## config.mk

```make
export PLATFORM = sky130hd
export DESIGN_NAME = wts_tokenizer
export DESIGN_NICKNAME = d
export VERILOG_FILES = /design/src/design/wts_pkg.sv /design/src/design/wts_tokenizer.sv
export SDC_FILE = /design/constraint.sdc
export NUM_CORES = 1
export LEC_CHECK = 0
export ABC_CLOCK_PERIOD_IN_PS = 2200
export CAP_MARGIN = 20
export CORE_ASPECT_RATIO = 0.9
export CORE_MARGIN = 2
export CORE_UTILIZATION = 30
export DETAILED_ROUTE_END_ITERATION = 10
export DONT_BUFFER_PORTS = 1
export HOLD_SLACK_MARGIN = 0.1
export PLACE_DENSITY = 0.55
export SYNTH_ARGS = -nofsm -noshare
export SYNTH_HDL_FRONTEND = slang
export SYNTH_SLANG_ARGS = --single-unit
```

## constraint.sdc

```tcl
create_clock -name clk -period 2.2 [get_ports clk]
set_input_delay 0.11 -clock clk [delete_from_list [all_inputs] [get_ports clk]]
set_output_delay 0.11 -clock clk [all_outputs]
set_load 0.02 [all_outputs]
```

## src/design/wts_pkg.sv

```systemverilog
// ---------------------------------------------------------------------------
// wts_pkg: shared types and constants for the word tokenize and sort core
// Slot count, word width, delimiter codes and the record that one sorting
// cell holds.
// ---------------------------------------------------------------------------
package wts_pkg;

  localparam int WORD_SLOTS = 32;
  localparam int WORD_CHARS = 8;

  // bits of a word-count that can hold WORD_SLOTS itself
  localparam int TOTAL_W = $clog2(WORD_SLOTS + 1);

  localparam logic [7:0] CHAR_SPACE  = 8'd32;
  localparam logic [7:0] CHAR_PERIOD = 8'd46;
  localparam logic [7:0] CHAR_COMMA  = 8'd44;
  localparam logic [7:0] CHAR_SEMI   = 8'd59;
  localparam logic [7:0] CHAR_NUL    = 8'd0;

  // one stored word
  typedef struct packed {
    logic [63:0] word;
    logic [3:0]  len;
    logic        trunc;
  } entry_t;

  // word handed from the tokenizer to the sorting chain
  typedef struct packed {
    logic   req;
    entry_t entry;
  } close_t;

  // per-cell control from the top level
  typedef struct packed {
    logic insert;
    logic shift;
    logic beyond;
  } cell_ctl_t;

  function automatic logic is_delim(input logic [7:0] c);
    return (c == CHAR_SPACE) || (c == CHAR_PERIOD) ||
           (c == CHAR_COMMA) || (c == CHAR_SEMI);
  endfunction

endpackage

```

## src/design/wts_tokenizer.sv

```systemverilog
// ---------------------------------------------------------------------------
// wts_tokenizer: byte to word assembly
// Packs word characters big-endian, marks truncation, and hands a closed
// word to the sorting chain on a delimiter, a zero byte or the final byte.
// ---------------------------------------------------------------------------
module wts_tokenizer
  import wts_pkg::*;
(
  input  logic       clk,
  input  logic       rst,
  input  logic       beat,
  input  logic [7:0] char_byte,
  input  logic       final_byte,
  output close_t     closed
);

  logic [63:0] cur_word;
  logic [3:0]  cur_len;
  logic        cur_trunc;
  logic        ended;

  entry_t after;
  logic   brk;
  logic   is_char;

  // byte classification and append
  always_comb begin
    after.word  = cur_word;
    after.len   = cur_len;
    after.trunc = cur_trunc;
    brk         = !ended && ((char_byte == CHAR_NUL) || is_delim(char_byte));
    is_char     = !ended && !brk;
    if (is_char) begin
      if (cur_len < 4'(WORD_CHARS)) begin
        for (int b = 0; b < 8; b++) begin
          if (cur_len == 4'(b)) after.word[63-8*b -: 8] = char_byte;
        end
        after.len = cur_len + 4'd1;
      end else begin
        after.trunc = 1'b1;
      end
    end
    closed.req   = beat && (brk || final_byte);
    closed.entry = after;
  end

  // current word and content-ended flag
  always_ff @(posedge clk) begin
    if (rst) begin
      cur_word  <= '0;
      cur_len   <= '0;
      cur_trunc <= 1'b0;
      ended     <= 1'b0;
    end else if (beat) begin
      if (closed.req) begin
        cur_word  <= '0;
        cur_len   <= '0;
        cur_trunc <= 1'b0;
      end else begin
        cur_word  <= after.word;
        cur_len   <= after.len;
        cur_trunc <= after.trunc;
      end
      if (final_byte)                      ended <= 1'b0;
      else if (!ended && char_byte == CHAR_NUL) ended <= 1'b1;
    end
  end

endmodule

```

# Word-level counts from Yosys, hierarchy flattened
# Cells that the tools add are included.
[totals] register_bits=70 input_bits=12 output_inout_bits=70 wordCells=48
[op_classes] n_addsub=1 order_cmp=1 eq_ne=11 muxes=16 n_reduce_logical=15
[op_table] operator="69-bit 2-to-1 mux" n=1
[op_table] operator="68-bit 2-to-1 mux" n=1
[op_table] operator="64-bit 2-to-1 mux" n=1
[op_table] operator="8-bit 2-to-1 mux" n=8
[op_table] operator="8-bit by 6-bit equality test with 1-bit output, second input constant" n=4
[op_table] operator="4-bit by 3-bit equality test with 1-bit output, second input constant" n=4
[op_table] operator="4-bit by 2-bit equality test with 1-bit output, second input constant" n=2
[op_table] operator="8-bit zero test" n=1
[op_table] operator="1-bit logical OR" n=5
[op_table] operator="4-bit by 1-bit adder with 4-bit output, second input constant" n=1
[op_table] operator="4-bit by 1-bit equality test with 1-bit output, second input constant" n=1
[op_table] operator="1-bit logical AND" n=4
[op_table] operator="4-bit zero test" n=1
[op_table] operator="4-bit less-than comparator, second input constant" n=1
[op_table] operator="1-bit 2-to-1 mux" n=4
[op_table] operator="4-bit 2-to-1 mux" n=1
[op_table] operator="1-bit zero test" n=2
[op_table] operator="2-bit AND reduction" n=1
[op_table] operator="2-bit nonzero test" n=1

# Depth between registers and ports, before layout
# Gate-level depths: netlist (run 1).
[logic_depth] ltp_word=10 ltp_mapped=8

# Worst setup path after synthesis (run 1)
# Ideal clock, no wire load.
[synth_path] kind="register to output" startpoint="register ended" endpoint="output closed[61] (netlist bit)" arrival_ns=1.712 slack_ns=0.378 stages_incl_launch_ff=6 path_cell_list="dfxtp_1 clkbuf_1 nor3_1 nand2_1 nor3_4 mux2_2"
[synth_rtl] item="from (decl)" line="wts_tokenizer.sv:20" text="logic ended;"
[synth_rtl] item="from (signal assigned)" line="wts_tokenizer.sv:53" text="ended <= 1'b0;"
[synth_rtl] item="from (signal assigned)" line="wts_tokenizer.sv:64" text="if (final_byte) ended <= 1'b0;"
[synth_rtl] item="from (signal assigned)" line="wts_tokenizer.sv:65" text="else if (!ended && char_byte == CHAR_NUL) ended <= 1'b1;"
[synth_rtl] item="to (decl)" line="wts_tokenizer.sv:14" text="output close_t closed"

==> reports/results.tsv, run 1 <==
metric	value	unit
status	completed	
synth_top_family_by_area	compound AO/OA/AOI/OAI gates	
p_int	2.25	mW
synth_edf_count	0	
endpoint	closed[56]	
row_count	38	
yosys_warnings	0	
dp_cells	495	
grt_overflow	0	
placed_area	0.00401	mm2
endpoint_kind	output pin	
synth_area_leaders	dfxtp_1, mux2_2, a22o_1	
grt_pass1_wl	17.6	mm
p_sw_share	24.1	%
yosysSeqAreaShare	37.2	%
cts_tree	yes	
r2r.worst_path.cells	4	
ys_ff_latch	70	
maxSlewViolCount	0	
hold_slack	0.113	ns
syn-instance-count	337	
multi_input_comb_area	0.00220	mm2
grt_antenna_before_repair	0	
ios	82	
setup_violations	0	
die_area	0.0135	mm2
ys_types	44	
avgRoutedWirePerCell	22.5	um
path_max_fanout	9	
grt_pass1_vias	2900	
fin_skew	0.00557	ns
synth_xor_area_share	0.464	%
synthMuxAreaShare	19.1	%
start_kind	flop	
antenna_cells	0	
maxClockFrequency	0.477	GHz
synth.avg_cell_area	11.2	um2
synth_commonest_cells	dfxtp_1, a22o_1, mux2_2, nand2_1, nor2b_1	
synth.most_common_cell	dfxtp_1	
track_usage	18.0	%
path_clk_slew	0.06	ns
ff_latch_area	0.00141	mm2
worstMarginPinSlew	0.815	ns
first_pass_iters	4	
synth-simple-area-share	14.2	%
synth_area	0.00377	mm2
drtIter0Drc	198	
htree_num_levels	3	
routed_via_density	5.49	
rsz0062_at_grt	no	
tns	0	ns
power	2.97	mW
fin_ws	0.104	ns
dp_slack	0.201	ns
synth_ff_type	dfxtp_1	
final.fill_count	1232	
rr_startpoint	ended	
startpoint	cur_len[0]	
coreArea	0.0122	mm2
clock_sinks	70	
die_y	110	um
slew_headroom	45.7	%
syn_to_final_growth	17.1	%
period_needed	2.10	ns
yosys.area.top_type	dfxtp_1	
regToRegSetupSlack	0.19	ns
synth-compound-area-share	22.9	%
cellPowerDensity	672	mW/mm2
seqPwrFrac	43.3	%
critical_path_class	reg2out	
fin_util	36.3	%
clkPwrFrac	47.6	%
cts_made_buffers	9	
grt_max_degree	14	
crit_arrival	1.99	ns
initial_core_util	31.0	%
dp_hpwl	8.03	mm
clock_path_buffers	2	
drcViolationCount	0	
r2r-end	cur_len[2]	
clkLatencyLatePin	0.33	ns
vdd_ir_drop_max	0.494	mV
synth_nets	353	
antenna_left	0	
switching_power	716	uW
fp.dieW	122	um
stdcell_count	520	
leakagePower	1.72	nW
post-route-period-util	95.3	%
place_congestion	0.825	
nNetsFinal	371	
synthAdderAreaFrac	1.33	%
worst_hold_path_type	in2reg	
io_buffers	0	
crit_required	2.09	ns
power_frac_comb	9.1	%
synth-async-reset-ratio	0	%
synth_top_area_share	37.2	%
max_cap_violations	0	
hold_violations	0	
via_count	2855	
root_buffer	clkbuf_16	
design_area	0.00442	mm2
drt-total-wl	11.7	mm
drive_gt1_share	39.2	%
==> flip-flops by register name (all words and copies together), names as in the netlist <==
name and count:
cur_len 4, cur_word 64, ended 1, cur_trunc 1
==> worst min path at each step <==
stage	endpoint	cells after the start	startpoint	slack [ns]
finish	cur_word[3]	2	rst	0.11
global route	cur_word[3]	2	rst	0.12
CTS	cur_word[3]	2	rst	0.11
detailed placement	cur_len[2]	1	rst	0.18
global placement	cur_len[2]	1	rst	0.18
floorplan	ended	3	char_byte[1]	0.33
==> layout make-up <==
| type | count | area share [%] |
|---|---|---|
| tap | 160 | 4.53 |
| multi-input combinational | 235 | 49.9 |
| clock buffer | 12 | 5.36 |
| inverter | 3 | 0.255 |
| sequential | 70 | 31.9 |
| clock inverter | 4 | 1.08 |
| timing repair buffer | 36 | 7.03 |
==> layout by cell type, fill, tap and decap left out, drive strengths merged, types with 3 or more instances in the layout <==
master       instances
dfxtp               70
ha                   4
mux2                64
a22o                65
nand3                6
nor3                22
clkbuf              12
dlygate4sd3          6
o21a                 4
nor2                 4
or2                  3
inv                  3
nand2               18
nor2b               11
o31ai                9
buf                 30
==> kinds of logic (layout without fill, tap and decap cells) <==
group           count (synthesis)  after routing
fa+ha+maj                       4              4
buf+inv                        32             55
compound gates                 89             89
flops                          70             70
xor+xnor                        2              2
simple gates                   76             76
mux                            64             64
==> layer usage <==
| metal | vias to the layer above | global-route usage [%] | part of all wire [%] |
|---|---|---|---|
| li1 | 1323 | - | - |
| met1 | 1415 | 22.9 | 43 |
| met2 | 109 | 29.7 | 47 |
| met3 | 8 | 4.94 | 8.9 |
| met4 | 0 | 6.16 | 0.93 |
| met5 | - | 0 | 0 |
==> power groups by stage <==
stage / registers, mW / clock network (mW) / logic [mW]
3_5_place_dp: 1.31 / 0 / 0.254
5_1_grt: 1.29 / 1.48 / 0.288
2_1_floorplan: 1.31 / 0 / 0.211
3_3_place_gp: 1.31 / 0 / 0.252
6_report: 1.28 / 1.41 / 0.270
4_1_cts: 1.29 / 1.44 / 0.271
==> critical path, cell delays in order (launching register included) <==
cell and delay (ns):
dfxtp_1 0.49, ha_1 0.27, nand2_1 0.11, nor3_4 0.21
buf_12 0.15, mux2_2 0.41
==> what timing repair did <==
action                                  4_1_cts  5_1_grt
buffers inserted                              3        0
hold endpoints to repair                      9        0
resized for setup                             1        5
pin swaps                                     2        0
endpoints found under the setup margin       40       64
hold buffers                                  6        0
No activity file was read; power rests on OpenSTA's default activity.
==> run 2: changes to the inputs <==
--- a/config.mk
+++ b/config.mk
@@ -5,15 +5,16 @@
 export SDC_FILE = /design/constraint.sdc
 export NUM_CORES = 1
 export LEC_CHECK = 0
-export ABC_CLOCK_PERIOD_IN_PS = 2200
+export ABC_CLOCK_PERIOD_IN_PS = 1800
 export CAP_MARGIN = 20
 export CORE_ASPECT_RATIO = 0.9
 export CORE_MARGIN = 2
 export CORE_UTILIZATION = 30
+export CTS_CLUSTER_DIAMETER = 120
 export DETAILED_ROUTE_END_ITERATION = 10
 export DONT_BUFFER_PORTS = 1
 export HOLD_SLACK_MARGIN = 0.1
-export PLACE_DENSITY = 0.55
+export PLACE_DENSITY = 0.56
 export SYNTH_ARGS = -nofsm -noshare
 export SYNTH_HDL_FRONTEND = slang
 export SYNTH_SLANG_ARGS = --single-unit
==> constraint.sdc (replaced) <==
create_clock -name clk -period 1.8 [get_ports clk]
set_input_delay 0.09 -clock clk [delete_from_list [all_inputs] [get_ports clk]]
set_output_delay 0.09 -clock clk [all_outputs]
set_load 0.02 [all_outputs]
==> reports/results.tsv, run 2 (same netlist as run 1, synthesis figures left out) <==
metric	value	unit	change
dp_hpwl	8.18	mm	+1.9%
slew_headroom	68.0	%	+22 points
drt-total-wl	12.4	mm	+5.8%
rsz0062_at_grt	yes		
first_pass_iters	4		unchanged
maxClockFrequency	0.511	GHz	
power	3.71	mW	+25%
period_needed	1.96	ns	
worstMarginPinSlew	0.479	ns	-0.336 ns
row_count	38		unchanged
ios	82		unchanged
antenna_cells	0		unchanged
grt_antenna_before_repair	0		unchanged
clock_sinks	70		unchanged
cellPowerDensity	723	mW/mm2	+7.6%
clkLatencyLatePin	0.33	ns	about the same
path_max_fanout	4		-5
hold_slack	0.162	ns	+0.0484 ns
crit_arrival	1.87	ns	-0.12 ns
largest_reg_flops	64		unchanged
fin_skew	0.00590	ns	+0.000325 ns
start_kind	flop		
final_cell_mix	a22o_1, dfxtp_1, mux2_4		
die_y	110	um	unchanged
regToRegSetupSlack	0.06	ns	-0.13 ns
vdd_ir_drop_max	0.421	mV	-15%
via_count	2971		+4.1%
grt_overflow	0		unchanged
top_regs	cur_word (64), cur_len (4)		
largest-register	cur_word		
grt_max_degree	14		unchanged
setup_violations	64		+64
endpoint_kind	output pin		
drcViolationCount	0		unchanged
tns	-5.56	ns	-5.56 ns
track_usage	19.3	%	+1.3 points
drive_gt1_share	49.6	%	+10 points
place_congestion	0.844		+2.3%
status	finished, violations left		
post-route-period-util	109	%	
worst_hold_path_type	in2reg		
hold_violations	0		unchanged
avgRoutedWirePerCell	22.5	um	-0.19%
cts_tree	yes		
maxSlewViolCount	0		unchanged
root_buffer	clkbuf_16		
nNetsFinal	402		+8.4%
die_area	0.0135	mm2	unchanged
htree_num_levels	3		unchanged
crit_required	1.71	ns	-0.38 ns
grt_pass1_vias	3070		+5.9%
fin_ws	-0.156	ns	-0.260 ns
final.fill_count	1189		-3.5%
violations	setup timing		
syn_to_final_growth	35.8	%	
coreArea	0.0122	mm2	unchanged
cts_made_buffers	9		unchanged
critical_path_class	reg2out		
leakagePower	2.03	nW	+18%
routed_via_density	5.39		-1.8%
drtIter0Drc	244		+23%
max_cap_violations	0		unchanged
initial_core_util	31.0	%	unchanged
fp.dieW	122	um	unchanged
path_clk_slew	0.05	ns	about the same
clock_path_buffers	2		unchanged
grt_pass1_wl	18.8	mm	+6.8%
antenna_left	0		unchanged
io_buffers	0		unchanged
## run 2: worst max-delay path: stages, from the launching register on
cell       delay (ns)
dfxtp_4          0.35
nor3b_2          0.17
buf_4            0.17
nand2_4          0.06
nor3_4           0.24
clkbuf_16        0.21
mux2_4           0.33
## run 2: area by class of cell
type,instances,area [um2],area share [%]
timing repair buffer,67,662,12.9
sequential,70,1410,27.5
inverter,3,11.3,0.220
clock buffer,10,229,4.47
tap,160,200,3.91
multi-input combinational,235,2550,49.7
clock inverter,6,62.6,1.22
## run 2: stage by stage
stage / cell area (um2) / worst slack [ns] / std cells / utilization [%]
detailed placement: 4250 / 0.0123 / 515 / 35.0
floorplan: 3780 / 0.0147 / 337 / -
global route: 5120 / -0.233 / 551 / 42.1
CTS: 5000 / -0.127 / 545 / 41.1
global placement: 4250 / 0.00351 / 515 / 35.0
finish: 5120 / -0.156 / 551 / 42.1
## run 2: repair_timing
action | CTS | global route
endpoints found under the setup margin | 64 | 81
buffers inserted | 9 | 5
hold endpoints to repair | 19 | 0
hold buffers | 5 | 0
pin swaps | 9 | 17
gates cloned | 0 | 1
gates resized for setup | 82 | 15
## run 2: power breakdown
part	internal [mW]	switching (mW)
registers	1.56	0.00890
logic	0.175	0.229
clock network	1.07	0.665
total	2.80	0.902
## run 2: metal layers
| metal | global-route usage [%] | wire (um) | up-vias |
|---|---|---|---|
| li1 | - | - | 1383 |
| met1 | 24.1 | 5300 | 1471 |
| met2 | 32.4 | 6070 | 102 |
| met3 | 5.56 | 842 | 15 |
| met5 | 0 | 0 | - |
| met4 | 5.91 | 167 | 0 |
## run 2: path summary, 6_finish.rpt
| kind | start | to | cells past startpoint |
|---|---|---|---|
| setup / recovery | ended | closed[23] | 6 |
| hold / removal | char_byte[3] | cur_word[35] | 2 |
| setup reg to reg | ended | cur_len[1] | 7 |
| hold reg to reg | cur_word[43] | cur_word[43] | 1 |
==> run 3: changes to the inputs <==
--- a/config.mk
+++ b/config.mk
@@ -14,6 +14,7 @@
 export DETAILED_ROUTE_END_ITERATION = 10
 export DONT_BUFFER_PORTS = 1
 export HOLD_SLACK_MARGIN = 0.1
+export MAX_ROUTING_LAYER = met4
 export PLACE_DENSITY = 0.56
 export SYNTH_ARGS = -nofsm -noshare
 export SYNTH_HDL_FRONTEND = slang
==> reports/results.tsv, run 3 (same netlist as run 1, synthesis figures left out) <==
metric	value	unit	change
via_count	2985		+0.47%
clock_path_buffers	2		unchanged
drt-total-wl	12.3	mm	-0.54%
htree_num_levels	3		unchanged
top_regs	cur_word (64), cur_len (4)		
drive_gt1_share	48.3	%	-1.3 points
coreArea	0.0122	mm2	unchanged
initial_core_util	31.0	%	unchanged
slew_headroom	58.2	%	-9.7 points
cts_made_buffers	9		unchanged
p_int	2.73	mW	-2.5%
crit_family	simple AND/OR/NAND/NOR gates		
path_clk_slew	0.06	ns	about the same
fp.dieW	122	um	unchanged
period_needed	1.91	ns	-0.0415 ns
ios	82		unchanged
clkPwrFrac	46.2	%	-0.5 points
fin_skew	0.00572	ns	-0.000179 ns
first_pass_iters	5		+1
status	finished, violations left		
switching_power	921	uW	+2.1%
final.fill_count	1186		-0.25%
cellPowerDensity	718	mW/mm2	-0.74%
hold_violations	0		unchanged
row_count	38		unchanged
rsz0062_at_grt	yes		
tns	-5.27	ns	+0.292 ns
maxClockFrequency	0.522	GHz	+2.2%
maxSlewViolCount	0		unchanged
fin_ws	-0.115	ns	+0.0415 ns
slowest_delay	0.36	ns	about the same
path_max_fanout	8		+4
crit_arrival	1.82	ns	-0.05 ns
clkLatencyLatePin	0.34	ns	about the same
start_kind	flop		
seqPwrFrac	42.9	%	+0.5 points
critical_path_class	reg2out		
drtIter0Drc	118		-52%
clock_sinks	70		unchanged
worstMarginPinSlew	0.623	ns	+0.144 ns
vdd_ir_drop_max	0.402	mV	-4.6%
cp_common_cell	nor3_4		
power_frac_comb	10.8	%	about the same
nNetsFinal	398		-1.0%
syn_to_final_growth	34.9	%	
grt_max_degree	14		unchanged
max_cap_violations	0		unchanged
routed_via_density	5.45		+1.0%
grt_overflow	0		unchanged
crit_required	1.71	ns	about the same
endpoint_kind	output pin		
place_congestion	0.860		+1.9%
die_area	0.0135	mm2	unchanged
path_buf_inv	2		unchanged
die_y	110	um	unchanged
grt_antenna_before_repair	0		unchanged
final_cell_mix	a22o_1, dfxtp_1, mux2_4		
antenna_left	0		unchanged
track_usage	19.4	%	+0.12 points
io_buffers	0		unchanged
leakagePower	2.01	nW	-0.88%
violations	setup timing		
path_cells	nor3_4 -> buf_6 -> nand2_2 -> nor3_4 -> buf_12 -> mux2_4		
hold_slack	0.148	ns	-0.0134 ns
p_sw_share	25.2	%	+0.85 points
dp_hpwl	8.18	mm	about the same
avgRoutedWirePerCell	22.5	um	about the same
largest_reg_flops	64		unchanged
grt_pass1_wl	18.6	mm	-1.3%
cts_tree	yes		
root_buffer	clkbuf_16		
worst_hold_path_type	in2reg		
dp_slack	-0.0400	ns	-0.0523 ns
post-route-period-util	106	%	-2.3 points
slowest_stage	dfxtp_4		
largest-register	cur_word		
grt_pass1_vias	3081		+0.36%
drcViolationCount	0		unchanged
setup_violations	64		unchanged
run 3: final timing paths:
check / startpoint / endpoint / slack [ns] / cells after the start
worst min register to register: cur_word[51] / cur_word[51] / 0.47 / 1
worst min-delay path: char_byte[6] / cur_word[38] / 0.15 / 2
worst max register to register: cur_len[2] / cur_word[19] / 0.10 / 8
worst max-delay path: ended / closed[52] / -0.11 / 6
run 3: routing by layer:
layer	vias to the layer above	wire, um	GRT usage (%)
met5	-	0	-
met3	17	637	4.84
met2	94	6000	31.4
li1	1374	-	-
met4	0	144	6.49
met1	1500	5530	23.8
run 3: timing repair:
action                                  4_1_cts  5_1_grt
buffers inserted                              8        4
endpoints found under the hold margin        17        0
pin swaps                                     8        9
gates resized for setup                      86       16
endpoints found under the setup margin       64       80
hold buffers                                  5        0
cloned                                        1        0
run 3: final cells by class:
type	instances	area, um2	area share [%]
Clock inverter	5	33.8	0.664
Clock buffer	11	253	4.97
Timing Repair Buffer	63	626	12.3
Tap cell	160	200	3.93
Inverter	3	16.3	0.320
Sequential cell	70	1420	27.9
Multi-Input combinational cell	235	2540	49.9
Antenna cell	1	2.50	0.0492
run 3: power by group through the flow:
| stage | Clock (mW) | Sequential (mW) | Combinational, mW |
|---|---|---|---|
| floorplan | 0 | 1.60 | 0.259 |
| global placement | 0 | 1.60 | 0.338 |
| detailed placement | 0 | 1.60 | 0.340 |
| CTS | 1.72 | 1.57 | 0.384 |
| global route | 1.77 | 1.57 | 0.420 |
| finish | 1.69 | 1.57 | 0.396 |
run 3: per-stage QoR:
stage	util (%)	instance area, um2	instances	total power, mW
after floorplan	-	3780	337	1.86
after global placement	35.3	4290	515	1.94
after detailed placement	35.3	4290	515	1.94
after CTS	41.4	5040	545	3.67
after global routing	41.8	5090	547	3.76
final	41.8	5090	548	3.65
