**src/design/wts_pkg.sv**
```systemverilog
// ---------------------------------------------------------------------------
// wts_pkg: shared types and constants for the word tokenize and sort core
// Slot count, word width, delimiter codes and the record that one sorting
// cell holds.
// ---------------------------------------------------------------------------
package wts_pkg;

  localparam int WORD_SLOTS = 32;
  localparam int WORD_CHARS = 8;

  // bits of a word-count that can hold WORD_SLOTS itself
  localparam int TOTAL_W = $clog2(WORD_SLOTS + 1);

  localparam logic [7:0] CHAR_SPACE  = 8'd32;
  localparam logic [7:0] CHAR_PERIOD = 8'd46;
  localparam logic [7:0] CHAR_COMMA  = 8'd44;
  localparam logic [7:0] CHAR_SEMI   = 8'd59;
  localparam logic [7:0] CHAR_NUL    = 8'd0;

  // one stored word
  typedef struct packed {
    logic [63:0] word;
    logic [3:0]  len;
    logic        trunc;
  } entry_t;

  // word handed from the tokenizer to the sorting chain
  typedef struct packed {
    logic   req;
    entry_t entry;
  } close_t;

  // per-cell control from the top level
  typedef struct packed {
    logic insert;
    logic shift;
    logic beyond;
  } cell_ctl_t;

  function automatic logic is_delim(input logic [7:0] c);
    return (c == CHAR_SPACE) || (c == CHAR_PERIOD) ||
           (c == CHAR_COMMA) || (c == CHAR_SEMI);
  endfunction

endpackage

```
**src/design/wts_cell.sv**
```systemverilog
// ---------------------------------------------------------------------------
// wts_cell: one slot of the insertion-sort chain
// On insert, a cell whose word is greater than the new one (or that lies
// past the fill count) takes its left neighbor's word, or the new word if
// it is the first such cell. On drain, each cell takes its right neighbor.
// ---------------------------------------------------------------------------
module wts_cell
  import wts_pkg::*;
(
  input  logic      clk,
  input  cell_ctl_t ctl,
  input  entry_t    new_entry,
  input  entry_t    left_entry,
  input  logic      left_take,
  input  entry_t    right_entry,
  output entry_t    entry,
  output logic      take
);

  // strict compare keeps equal words in arrival order
  assign take = ctl.beyond || (entry.word > new_entry.word);

  always_ff @(posedge clk) begin
    if (ctl.insert && take) begin
      entry <= left_take ? left_entry : new_entry;
    end else if (ctl.shift) begin
      entry <= right_entry;
    end
  end

endmodule

```
**config.mk**
```make
export PLATFORM = sky130hd
export DESIGN_NAME = wts_cell
export DESIGN_NICKNAME = d
export VERILOG_FILES = /design/src/design/wts_pkg.sv /design/src/design/wts_cell.sv
export SDC_FILE = /design/constraint.sdc
export NUM_CORES = 1
export LEC_CHECK = 0
export BUFFER_PORTS_ARGS = -buffer_cell sky130_fd_sc_hd__buf_2
export CAP_MARGIN = 20
export CORE_MARGIN = 2
export CORE_UTILIZATION = 35
export DETAILED_ROUTE_END_ITERATION = 8
export PLACE_DENSITY = 0.79
export SLEW_MARGIN = 20
export SYNTH_ARGS = -nofsm -noshare
export SYNTH_HDL_FRONTEND = slang
export SYNTH_SLANG_ARGS = --single-unit
```
**constraint.sdc**
```tcl
create_clock -name clk -period 4.25 [get_ports clk]
set_input_delay 0.425 -clock clk [delete_from_list [all_inputs] [get_ports clk]]
set_output_delay 0.425 -clock clk [all_outputs]
set_load 0.01 [all_outputs]
```
Word-level counts from Yosys, hierarchy flattened
Index checks and enable logic that the tools add are counted.
- bits in writable memories: 0
- bits of input ports: 212
- memories kept: 0
- bits in read-only memories: 0
- output and inout port bits: 70
- latch bits: 0
- flip-flop bits (word level): 69
- logic and storage cells: 10
- reductions and logical operators: 3
- add/sub/neg operators: 0
- equal/unequal tests: 0
- multiplexer cells: 3
- bitwise gates (word level): 0
- shift operators: 0
- $lt $le $gt $ge: 1
- $mul: 0
- divide/modulo/power cells: 0
- operators by type and width (operator ; number):
    69-bit two-way mux ; 3
    64-bit greater-than comparator ; 1
    2-bit nonzero test ; 1
    1-bit logical AND ; 1
    1-bit logical OR ; 1

Depth between registers and ports, before layout
Gate-level depths: netlist (run 1).
- depth in word-level cells: 4
- gate-level depth with buffers: 12

Least setup slack after synthesis (run 1)
Ideal clock, no wire load.
- kind: reg2reg
- start point: register entry[64] (netlist bit)
- end point: register entry[0] (netlist bit), enable pin
- buffers on the path: 2
- data arrival time: 3620 ps
- path slack: 192 ps
- data required time: 3811 ps
- cell stages (with the launch flop): 10
- cell sequence: edfxtp_1 ha_1 nand4_1 nor4_4 nand3_1 a31oi_1 o41ai_2 buf_6 buf_6 nand2b_1
- word-level cells in the longest chain between the ends: 4
- RTL lines (what ; RTL line ; source):
    from (decl) ; wts_cell.sv:16 ; output entry_t entry,
    from (signal assigned) ; wts_cell.sv:25 ; entry <= left_take ? left_entry : new_entry;
    from (signal assigned) ; wts_cell.sv:27 ; entry <= right_entry;
    64-bit greater-than comparator ; wts_cell.sv:21 ; assign take = ctl.beyond || (entry.word > new_entry.word);
    1-bit logical OR ; wts_cell.sv:21 ;
    1-bit logical AND ; wts_cell.sv:24 ; if (ctl.insert && take) begin
    2-bit nonzero test (no source line) ; - ;
Every way passes these cells.
A chain may end at the register's enable or synchronous reset.

Final worst setup path (run 1)
- start point: register entry[64] (netlist bit)
- end point: output take
- word-level cells in the longest chain between the ends: 2
- RTL lines (what ; RTL line ; source):
    64-bit greater-than comparator ; wts_cell.sv:21 ;
    1-bit logical OR ; wts_cell.sv:21 ;
    to (decl) ; wts_cell.sv:17 ; output logic take
Every way passes these cells.

==> results of run 1 <==
[final timing paths]
kind	endpoint	slack, ns	cells after the start
worst min register to register	entry[65]$_DFFE_PP_	1.38	6
worst max-delay path	take	0.86	9
worst min-delay path	entry[58]$_DFFE_PP_	0.36	3
worst max register to register	entry[34]$_DFFE_PP_	0.93	8
[stage by stage]
step / instance area, µm² / power [mW] / hold WS, ns / utilization [%]
finish: 7120 / 2.29 / 0.358 / 48.8
global route: 7120 / 2.43 / 0.355 / 48.8
CTS: 7120 / 2.32 / 0.342 / 48.8
detailed placement: 6860 / 1.63 / 0.700 / 47.0
global placement: 6860 / 1.61 / 0.695 / 47.0
floorplan: 5240 / 1.33 / 0.598 / -
[layout by cell type (no fill, tap or decap), drive strengths merged, types with 6 or more instances in the layout]
master	instances
a21oi	28
buf	288
clkbuf	11
edfxtp	69
ha	64
inv	68
mux2i	69
nand2	86
nand3	6
nand4	17
o21ai	80
[kinds of logic (layout without fill, tap and decap cells)]
logic type,Yosys count,after routing,synth area share (%)
adder cells (fa/ha/maj),64,64,15.3
AND/OR/NAND/NOR,125,125,11.2
AO/OA/AOI/OAI,122,122,13.4
flip-flops,69,69,39.6
buffers and inverters,91,372,7.36
multiplexers,69,69,13.2
[worst max-delay path: stages (launching register included)]
cell,delay [ns]
edfxtp_1,0.40
ha_1,0.33
nand4_1,0.20
nor4_4,0.61
nand2_1,0.11
a31oi_1,0.45
nor2_1,0.17
nand2_1,0.10
a21o_1,0.11
buf_2,0.14
[cell usage after synthesis (2+ instances only)]
| master | number |
|---|---|
| ha_1 | 64 |
| nand4_1 | 17 |
| o21ai_2 | 10 |
| nor2_1 | 4 |
| clkbuf_1 | 10 |
| mux2i_1 | 69 |
| a31oi_1 | 2 |
| nor3_1 | 3 |
| buf_2 | 6 |
| buf_6 | 2 |
| buf_4 | 2 |
| o21ai_1 | 2 |
| nand2b_1 | 4 |
| edfxtp_1 | 69 |
| nand2_1 | 76 |
| a21oi_1 | 28 |
| nor4_1 | 3 |
| o21ai_0 | 68 |
| nand2_2 | 10 |
| clkbuf_2 | 2 |
| a221oi_1 | 3 |
| nand3_1 | 6 |
| inv_1 | 68 |
| o211ai_1 | 2 |
[report_power, final]
group          internal (mW)  switching [mW]
Sequential             0.870          0.0497
Clock                  0.391           0.286
Combinational          0.307           0.383
Total                   1.57           0.718
[metal layers]
metal / share of wire, % / vias to the layer above
li1: - / 2494
met1: 43 / 2169
met2: 48 / 199
met3: 7.5 / 17
met4: 1.7 / 0
met5: 0 / -
[final cells by class]
cell class              instances  share of cell area (%)
clock inverters                 5                   0.387
flip-flops and latches         69                    29.1
inverters                      68                    3.59
well taps                     184                    3.24
clock buffers                  11                    3.27
multi-input cells             380                    39.3
repair buffers                288                    21.1
==> Flow_metrics.wiki, run 1 <==
{| class="wikitable"
! Metric !! Value
|-
| Number of non-filler instances in the completed layout || approximately 1000
|-
| Number of placed I/O pins || 282
|-
| Number of setup violations in the final report || 0
|-
| Max VDD drop || between 0.15 and 0.2 mV
|-
| Critical Path Start || entry[64]$_DFFE_PP_
|-
| Number of enable flip-flop cells after synthesis || slightly below 70
|-
| Initial cell density of the core || between 30% and 40%
|-
| Slew at the pin with the worst max-slew slack || around 1.1 ns
|-
| Clock buffers created by TritonCTS || 9
|-
| Reported max-cap violation count || 0
|-
| Worst min-delay path startpoint || right_entry[58]
|-
| Post-DP HPWL || roughly 12000 µm
|-
| Maximum number of pins on one net before global-route repair || 91
|-
| Die Outline Area || roughly 16000 µm²
|-
| Layout cells sized above 1 || approximately 40%
|-
| Clock tree from TritonCTS || yes
|-
| Die W || about 130 µm
|-
| First-iteration detailed-routing DRC count || ~240
|-
| Global-route wire length before repair || 23500 µm
|-
| Register containing the most flip-flops in the final layout || entry
|-
| Area of the multi-input gates || around 2800 µm²
|-
| Placed instance count || roughly 1000
|-
| Post-CTS Hold Buffers || 0
|-
| Clock latency on the worst-skew pair || about 0.34 ns
|-
| Fmax achieved || between 0.2 and 0.3 GHz
|-
| Req. time, crit path || about 3.8 ns
|-
| Post-placement setup slack || about 0.73 ns
|-
| Diode count || 0
|-
| IO buf count || 281
|-
| DIE HEIGHT || about 130 µm
|-
| Total vias in the final route || 4879
|-
| Final setup margin || 0.863 ns
|-
| Netlist area before placement || between 5000 and 6000 µm²
|-
| Yosys warns || 0
|-
| Number of gates given a new drive strength after cts || 0
|-
| Core Region || roughly 15000 µm²
|-
| Post-synth ARST share || 0%
|-
| Launching point of the worst reg2reg path || entry[64]$_DFFE_PP_
|-
| Worst setup SP type || flip-flop
|-
| Biggest area contributors in the synthesized netlist || edfxtp_1, ha_1, mux2i_1, o21ai_0, nand2_1
|-
| Arrival @ worst endpoint || about 3.0 ns
|-
| Mean cell area of the mapped netlist || 9.70 µm²
|-
| Largest registers || entry x69
|-
| Worst setup path class || flip-flop to primary output
|-
| Total leakage power || approximately 3.7 nW
|-
| Dominant register cell in the synthesized netlist || edfxtp_1
|-
| Power per standard cell area || between 300 and 400 nW/µm²
|-
| Met1 layer usage reported by global route || 22.6%
|-
| Nets in the synthesized netlist || between 800 and 900
|-
| Min cycle time layout || around 3.4 ns
|-
| Max reg flops || approximately 70
|-
| Number of optimization iterations in the first detailed-route pass || 4
|-
| Final number of max-transition violations || 0
|-
| Setup TNS after final layout || 0 ns
|-
| Mean number of vias per cell || ~4.9
|-
| Initial antenna violation count || 0
|-
| Floorplan row count || between 40 and 50
|-
| Placer congestion estimate || approximately 0.81
|-
| Number of hold violations in the final report || 0
|-
| Layout net count || about 1100
|-
| DRC violation count after routing || 0
|-
| Mean routed wirelength per cell || 14.9 µm
|-
| Sequential fraction of the synthesis area || slightly below 40%
|-
| Met3 usage in global routing || between 4 and 5%
|-
| Cell taking the most area after synthesis || edfxtp_1
|-
| Number of global-route vias before repair || between 4000 and 5000
|-
| Post-Route WL || approximately 15000 µm
|-
| Clock Skew || just over 0.009 ns
|-
| Slew margin rel. || 27.7%
|-
| Post-Synthesis Cells || 540
|-
| Top-area cell type share of the netlist area || between 30% and 40%
|-
| Antenna Nets Post-Route || 0
|-
| Maximum number of buffers from clock root to sink || 2
|-
| Global-route usage over all layers || 18.7%
|-
| Sequential cell area in the final layout || a little over 2000 µm²
|-
| H-tree level count || 3
|-
| Path class of the lowest-slack min-delay path || primary input to flip-flop
|-
| Reg clk slew, reported paths || about 0.06 ns
|-
| Cell variety after synth || 34
|-
| Clk root buf || clkbuf_16
|-
| Busiest layer in global routing || met2
|-
| Total congestion overflow || 0
|-
| Number of clock sinks || 69
|-
| Period Utilization, post-route || between 70 and 80%
|-
| Post-synthesis register bit count || roughly 70
|-
| CP endpoint kind || primary output
|-
| RSZ-0062 raised after global routing || false
|-
| Area overhead of the layout relative to synthesis || 35.9%
|-
| GR Util met2 || between 30 and 40%
|-
| Layout filler cell count || between 1000 and 1500
|-
| Worst-path maximum fanout || 5
|-
| Post-CTS Setup Inserts || 0
|-
| Status || completed
|}
Power figures use the tool's default switching activity.
==> inputs of run 2 (changes only) <==
==> constraint.sdc (replaced) <==
create_clock -name clk -period 2.8 [get_ports clk]
set_input_delay 0.28 -clock clk [delete_from_list [all_inputs] [get_ports clk]]
set_output_delay 0.28 -clock clk [all_outputs]
set_load 0.01 [all_outputs]
==> Flow_metrics.wiki, run 2 (synthesis results as in run 1) <==
{| class="wikitable"
! Metric !! Value
|-
| Status || complete, but fails checks
|-
| Violated checks || setup timing
|-
| Max VDD drop || 0.277 mV (+62%)
|-
| Period Utilization, post-route || 103%
|-
| Reported max-cap violation count || 0 (unchanged)
|-
| Clock buffers created by TritonCTS || 9 (unchanged)
|-
| DIE HEIGHT || 126 µm (unchanged)
|-
| Maximum number of buffers from clock root to sink || 2 (unchanged)
|-
| Number of setup violations in the final report || 94 (+94)
|-
| Register containing the most flip-flops in the final layout || entry
|-
| Worst-path maximum fanout || 9 (+4)
|-
| Min cycle time layout || just under 3 ns
|-
| Slew at the pin with the worst max-slew slack || 0.510 ns (-0.575 ns)
|-
| Post-DP HPWL || 12800 µm (+5.9%)
|-
| First-iteration detailed-routing DRC count || 177 (-26%)
|-
| Most frequent cells in the layout || buf_2, nand2_1, mux2i_1, edfxtp_1, inv_1
|-
| Mean number of vias per cell || 4.91 (+1.1%)
|-
| Global-route wire length before repair || 25100 µm (+6.6%)
|-
| IO buf count || 281 (unchanged)
|-
| Largest registers || entry x69
|-
| H-tree level count || 3 (unchanged)
|-
| Worst setup SP type || flip-flop
|-
| Worst setup path class || flip-flop to flip-flop
|-
| Number of optimization iterations in the first detailed-route pass || 4 (unchanged)
|-
| Number of global-route vias before repair || 5205 (+8.5%)
|-
| CP endpoint kind || flip-flop
|-
| Post-CTS Hold Buffers || 0 (unchanged)
|-
| Arrival @ worst endpoint || 2.99 ns (+0.03 ns)
|-
| Most common cell after layout, fill and taps aside || buf_2
|-
| Power per standard cell area || 470 nW/µm² (+46%)
|-
| Crit-path slowest cell || o41ai_4
|-
| Final number of max-transition violations || 0 (unchanged)
|-
| Initial antenna violation count || 1 (+1)
|-
| Setup TNS after final layout || -5.63 ns (-5.63 ns)
|-
| Fmax achieved || around 0.35 GHz
|-
| Antenna Nets Post-Route || 0 (unchanged)
|-
| Post-Route WL || 16400 µm (+9.9%)
|-
| Final core utilization || 54.0% (+5.2 points)
|-
| Layout cells sized above 1 || 45.5% (+5.8 points)
|-
| Total vias in the final route || 5187 (+6.3%)
|-
| Critical Path Start || entry[32]$_DFFE_PP_
|-
| Die W || 126 µm (unchanged)
|-
| Final setup margin || -0.0882 ns (-0.951 ns)
|-
| Reg clk slew, reported paths || 0.06 ns (about the same)
|-
| Global-route usage over all layers || 20.0% (+1.3 points)
|-
| Clock latency on the worst-skew pair || 0.34 ns (about the same)
|-
| Worst min-delay path startpoint || right_entry[35]
|-
| Req. time, crit path || 2.91 ns (-0.92 ns)
|-
| Placed inst area || 7180 µm² (+4.7%)
|-
| Number of hold violations in the final report || 0 (unchanged)
|-
| Maximum number of pins on one net before global-route repair || 70 (-23%)
|-
| Initial cell density of the core || 35.9% (unchanged)
|-
| Clk root buf || clkbuf_16
|-
| Diode count || 0 (unchanged)
|-
| Cell area after layout || 7880 µm² (+11%)
|-
| Die Outline Area || 16000 µm² (unchanged)
|-
| Launching point of the worst reg2reg path || entry[32]$_DFFE_PP_
|-
| Clock tree from TritonCTS || yes
|-
| Number of clock sinks || 69 (unchanged)
|-
| Clock Skew || 0.0101 ns (+0.000724 ns)
|-
| Flop-to-flop setup slack || -0.09 ns (-1.02 ns)
|-
| RSZ-0062 raised after global routing || true
|-
| Max reg flops || 69 (unchanged)
|-
| Floorplan row count || 44 (unchanged)
|-
| Core Region || 14600 µm² (unchanged)
|-
| Worst-case hold slack || 0.208 ns (-0.150 ns)
|-
| Area overhead of the layout relative to synthesis || 50.5%
|-
| Largest incremental delay on the critical path || 0.46 ns (-0.15 ns)
|-
| Placed instance count || 1027 (+3.8%)
|-
| Slew margin rel. || 66.0% (+38 points)
|-
| Layout net count || 1145 (+4.9%)
|-
| Placer congestion estimate || 0.843 (+4.3%)
|-
| Mean routed wirelength per cell || 15.5 µm (+4.5%)
|-
| Critical Path, Cell by Cell || ha_1 -> nand4_1 -> buf_4 -> nor3_1 -> a22oi_2 -> a31oi_4 -> buf_4 -> o41ai_4 -> buf_12 -> nand2b_4 -> buf_12 -> clkbuf_16
|-
| Number of non-filler instances in the completed layout || 1057 (+5.2%)
|-
| Total leakage power || 4.12 nW (+9.9%)
|-
| Number of placed I/O pins || 282 (unchanged)
|-
| Total congestion overflow || 0 (unchanged)
|-
| DRC violation count after routing || 0 (unchanged)
|-
| Path class of the lowest-slack min-delay path || primary input to flip-flop
|}
-- run 2: changes by cell type in the layout (fill, tap and decap cells not counted), sizes merged --
| cell | delta |
|---|---|
| clkinvlp | -1 |
| clkbuf | +4 |
| buf | +50 |
| clkinv | -1 |
-- run 2: metrics by stage --
stage	total power, mW	setup slack, ns
2_1_floorplan	2.02	-0.0957
3_3_place_gp	2.53	-0.197
3_5_place_dp	2.57	-0.319
4_1_cts	3.66	-0.0911
5_1_grt	3.94	-0.237
6_report	3.70	-0.0882
-- run 2: where the power goes --
part	switching (mW)	total (mW)	internal [mW]
sequential	0.0822	1.40	1.32
combinational	0.655	1.29	0.633
clock	0.421	1.01	0.589
-- run 2: critical path, delay by kind of cell, from the launching register on --
family	cells	cell delay, ns
flip-flops	1	0.42
AO/OA/AOI/OAI	3	0.80
buffers and inverters	5	0.84
AND/OR/NAND/NOR	3	0.27
adder cells (fa/ha/maj)	1	0.34
-- run 2: layout make-up --
class / count / area (µm²)
clock buffer: 12 / 236
clock inverter: 3 / 13.8
fill: 1313 / 6710
inverter: 68 / 258
multi-input combinational: 380 / 2990
sequential: 69 / 2070
tap: 184 / 230
timing repair buffer: 341 / 2080
-- run 2: worst paths after layout --
| kind | endpoint | depth (start not counted) |
|---|---|---|
| setup / recovery | entry[31]$_DFFE_PP_ | 12 |
| hold / removal | entry[35]$_DFFE_PP_ | 3 |
| setup reg to reg | entry[31]$_DFFE_PP_ | 12 |
| hold reg to reg | entry[18]$_DFFE_PP_ | 6 |
-- run 2: repair_timing --
action                                  CTS  global route
endpoints found under the setup margin  139           139
buffers inserted                          6             7
pin swaps                                 5            13
resized for setup                        37            21
gates cloned                              2             3
-- run 2: layer usage --
metal	share of wire (%)	global-route usage (%)
met5	0.079	0
met4	1.6	6.59
met3	6.4	4.77
met2	53	38.2
met1	39	21.5
==> inputs of run 3 (changes only) <==
--- a/config.mk
+++ b/config.mk
@@ -7,6 +7,7 @@
 export LEC_CHECK = 0
 export BUFFER_PORTS_ARGS = -buffer_cell sky130_fd_sc_hd__buf_2
 export CAP_MARGIN = 20
+export CORE_ASPECT_RATIO = 1.75
 export CORE_MARGIN = 2
 export CORE_UTILIZATION = 35
 export DETAILED_ROUTE_END_ITERATION = 8
==> Flow_metrics.wiki, run 3 (synthesis results as in run 1) <==
{| class="wikitable"
! Metric !! Value
|-
| Status || completed
|-
| RSZ-0062 raised after global routing || true
|-
| Clock buffers created by TritonCTS || 9 (unchanged)
|-
| DRC violation count after routing || 0 (unchanged)
|-
| Final setup margin || 0.00654 ns (+0.0948 ns)
|-
| WHS Endpoint || entry[11]$_DFFE_PP_
|-
| Post-placement setup slack || -0.124 ns (+0.195 ns)
|-
| Most frequent cells in the layout || buf_2, nand2_1, mux2i_1, edfxtp_1, inv_1
|-
| Diode count || 0 (unchanged)
|-
| Number of hold violations in the final report || 0 (unchanged)
|-
| Mean routed wirelength per cell || 15.7 µm (+0.69%)
|-
| IO buf count || 281 (unchanged)
|-
| Worst setup path class || flip-flop to flip-flop
|-
| Final core utilization || 50.0% (-4.0 points)
|-
| Initial antenna violation count || 0 (-1)
|-
| Number of setup violations in the final report || 0 (-100%)
|-
| Layout cells sized above 1 || 41.8% (-3.7 points)
|-
| Area overhead of the layout relative to synthesis || 41.0%
|-
| Clock latency on the worst-skew pair || 0.33 ns (about the same)
|-
| Path class of the lowest-slack min-delay path || primary input to flip-flop
|-
| Slew at the pin with the worst max-slew slack || 0.378 ns (-0.132 ns)
|-
| Antenna Nets Post-Route || 0 (unchanged)
|-
| Min cycle time layout || 2.79 ns (-0.0948 ns)
|-
| Total length of routed met2 wires || 8800 µm (+0.69%)
|-
| Power per standard cell area || 490 nW/µm² (+4.4%)
|-
| Core Region || 14800 µm² (+1.2%)
|-
| Top layer reached by signal wires || met4
|-
| Most common cell after layout, fill and taps aside || buf_2
|-
| Number of clock sinks || 69 (unchanged)
|-
| Clock tree from TritonCTS || yes
|-
| Worst-path maximum fanout || 34 (+25)
|-
| H-tree level count || 3 (unchanged)
|-
| Arrival @ worst endpoint || 2.84 ns (-0.15 ns)
|-
| Worst setup SP type || flip-flop
|-
| First-iteration detailed-routing DRC count || 185 (+4.5%)
|-
| Floorplan row count || 59 (+34%)
|-
| DIE HEIGHT || 166 µm (+31%)
|-
| Number of placed I/O pins || 282 (unchanged)
|-
| Final number of max-transition violations || 0 (unchanged)
|-
| Layout filler cell count || 1390 (+5.9%)
|-
| Die W || 96.5 µm (-24%)
|-
| Layout net count || 1104 (-3.6%)
|-
| Reg clk slew, reported paths || 0.06 ns (about the same)
|-
| Req. time, crit path || 2.85 ns (-0.06 ns)
|-
| Post-Route WL || 15900 µm (-3.2%)
|-
| Clk root buf || clkbuf_16
|-
| Slew margin rel. || 74.6% (+8.6 points)
|-
| Total met3 wirelength after detailed routing || 871 µm (-18%)
|-
| Clock Skew || 0.0120 ns (+0.00190 ns)
|-
| Cell area after layout || 7390 µm² (-6.3%)
|-
| Number of global-route vias before repair || 5136 (-1.3%)
|-
| Global-route wire length before repair || 24100 µm (-3.9%)
|-
| R2r worst-path depth || 10 (-2)
|-
| CP endpoint kind || flip-flop
|-
| Mean number of vias per cell || 4.96 (+1.0%)
|-
| Flop-to-flop setup slack || 0.007 ns (+0.09 ns)
|-
| Worst-case hold slack || 0.227 ns (+0.0188 ns)
|-
| Initial cell density of the core || 35.5% (-0.43 points)
|-
| Number of cells on the worst hold path || 3 (unchanged)
|-
| Max reg flops || 69 (unchanged)
|-
| Largest registers || entry x69
|-
| Total congestion overflow || 0 (unchanged)
|-
| Total power consumption of the routed design || 3.62 mW (-2.1%)
|-
| Worst reg2reg endpoint || entry[39]$_DFFE_PP_
|-
| Maximum number of pins on one net before global-route repair || 36 (-49%)
|-
| Worst min-delay path startpoint || right_entry[11]
|-
| Global-route usage over all layers || 19.6% (-0.38 points)
|-
| Die Outline Area || 16000 µm² (+0.24%)
|-
| Register containing the most flip-flops in the final layout || entry
|-
| Total leakage power || 3.86 nW (-6.3%)
|-
| Maximum number of buffers from clock root to sink || 2 (unchanged)
|-
| Detailed-routing wirelength on met1 || 5710 µm (-10%)
|-
| Total vias in the final route || 5038 (-2.9%)
|-
| Placer congestion estimate || 0.911 (+8.1%)
|-
| Number of optimization iterations in the first detailed-route pass || 4 (unchanged)
|-
| Period Utilization, post-route || 99.8% (-3.4 points)
|-
| Max VDD drop || 0.326 mV (+18%)
|-
| Fmax achieved || 0.358 GHz (+3.4%)
|-
| Post-DP HPWL || 13300 µm (+4.1%)
|-
| Launching point of the worst reg2reg path || entry[51]$_DFFE_PP_
|-
| Placed inst area || 6990 µm² (-2.7%)
|-
| Reported max-cap violation count || 0 (unchanged)
|}
==> run 3: changes by cell type in the layout (fill, tap and decap cells not counted), sizes merged <==
cell	previous run	this run
buf	338	300
bufinv	0	1
clkbuf	15	10
clkinv	3	4
clkinvlp	0	1
==> run 3: final cells by class <==
| class | instances | area, µm² | area share, % |
|---|---|---|---|
| Clock buffer | 10 | 229 | 3.10 |
| Clock inverter | 6 | 53.8 | 0.728 |
| Inverter | 68 | 255 | 3.46 |
| Multi-Input combinational cell | 380 | 2890 | 39.2 |
| Sequential cell | 69 | 2070 | 28.0 |
| Tap cell | 183 | 229 | 3.10 |
| Timing Repair Buffer | 300 | 1660 | 22.4 |
==> run 3: layer usage <==
layer | GRT usage (%) | vias to the layer above
met5 | 0 | -
met2 | 36.9 | 198
met1 | 20.3 | 2286
met4 | 8.33 | 0
met3 | 3.54 | 34
li1 | - | 2520
==> run 3: metrics by stage <==
step | std cells | TNS, ns
floorplan | 540 | -6.60
global placement | 999 | -4.90
detailed placement | 999 | -10.64
CTS | 1016 | -0.351
global route | 1016 | -8.96
finish | 1016 | 0
==> run 3: timing repair <==
item                                    4_1_cts  5_1_grt
pin swaps                                     9        8
endpoints found under the setup margin      138      138
endpoints found under the hold margin         0        0
hold buffers                                  0        0
buffers inserted                              1        0
gates resized for setup                       9       12
==> run 3: how the worst max path moves through the flow <==
stage | slack [ns] | start | end
final | 0.007 | entry[51]$_DFFE_PP_ | entry[39]$_DFFE_PP_
after global routing | -0.15 | entry[35]$_DFFE_PP_ | take
after detailed placement | -0.12 | new_entry[44] | entry[56]$_DFFE_PP_
after CTS | -0.04 | entry[51]$_DFFE_PP_ | entry[39]$_DFFE_PP_
after global placement | -0.09 | new_entry[51] | entry[56]$_DFFE_PP_
after floorplan | -0.1 | entry[66]$_DFFE_PP_ | entry[0]$_DFFE_PP_
==> run 3: worst max-delay path: stages, from the launching register on <==
cell	delay, ns
edfxtp_1	0.40
ha_1	0.34
nand4_1	0.18
nor3_1	0.09
a221oi_2	0.30
o22ai_1	0.13
buf_4	0.15
o41ai_4	0.37
buf_12	0.20
buf_12	0.18
o21ai_0	0.15
==> run 3: power breakdown <==
group / switching (mW) / leakage (nW) / internal, mW
sequential: 0.0809 / 0.705 / 1.32
clock: 0.412 / 0.135 / 0.679
combinational: 0.617 / 3.02 / 0.512
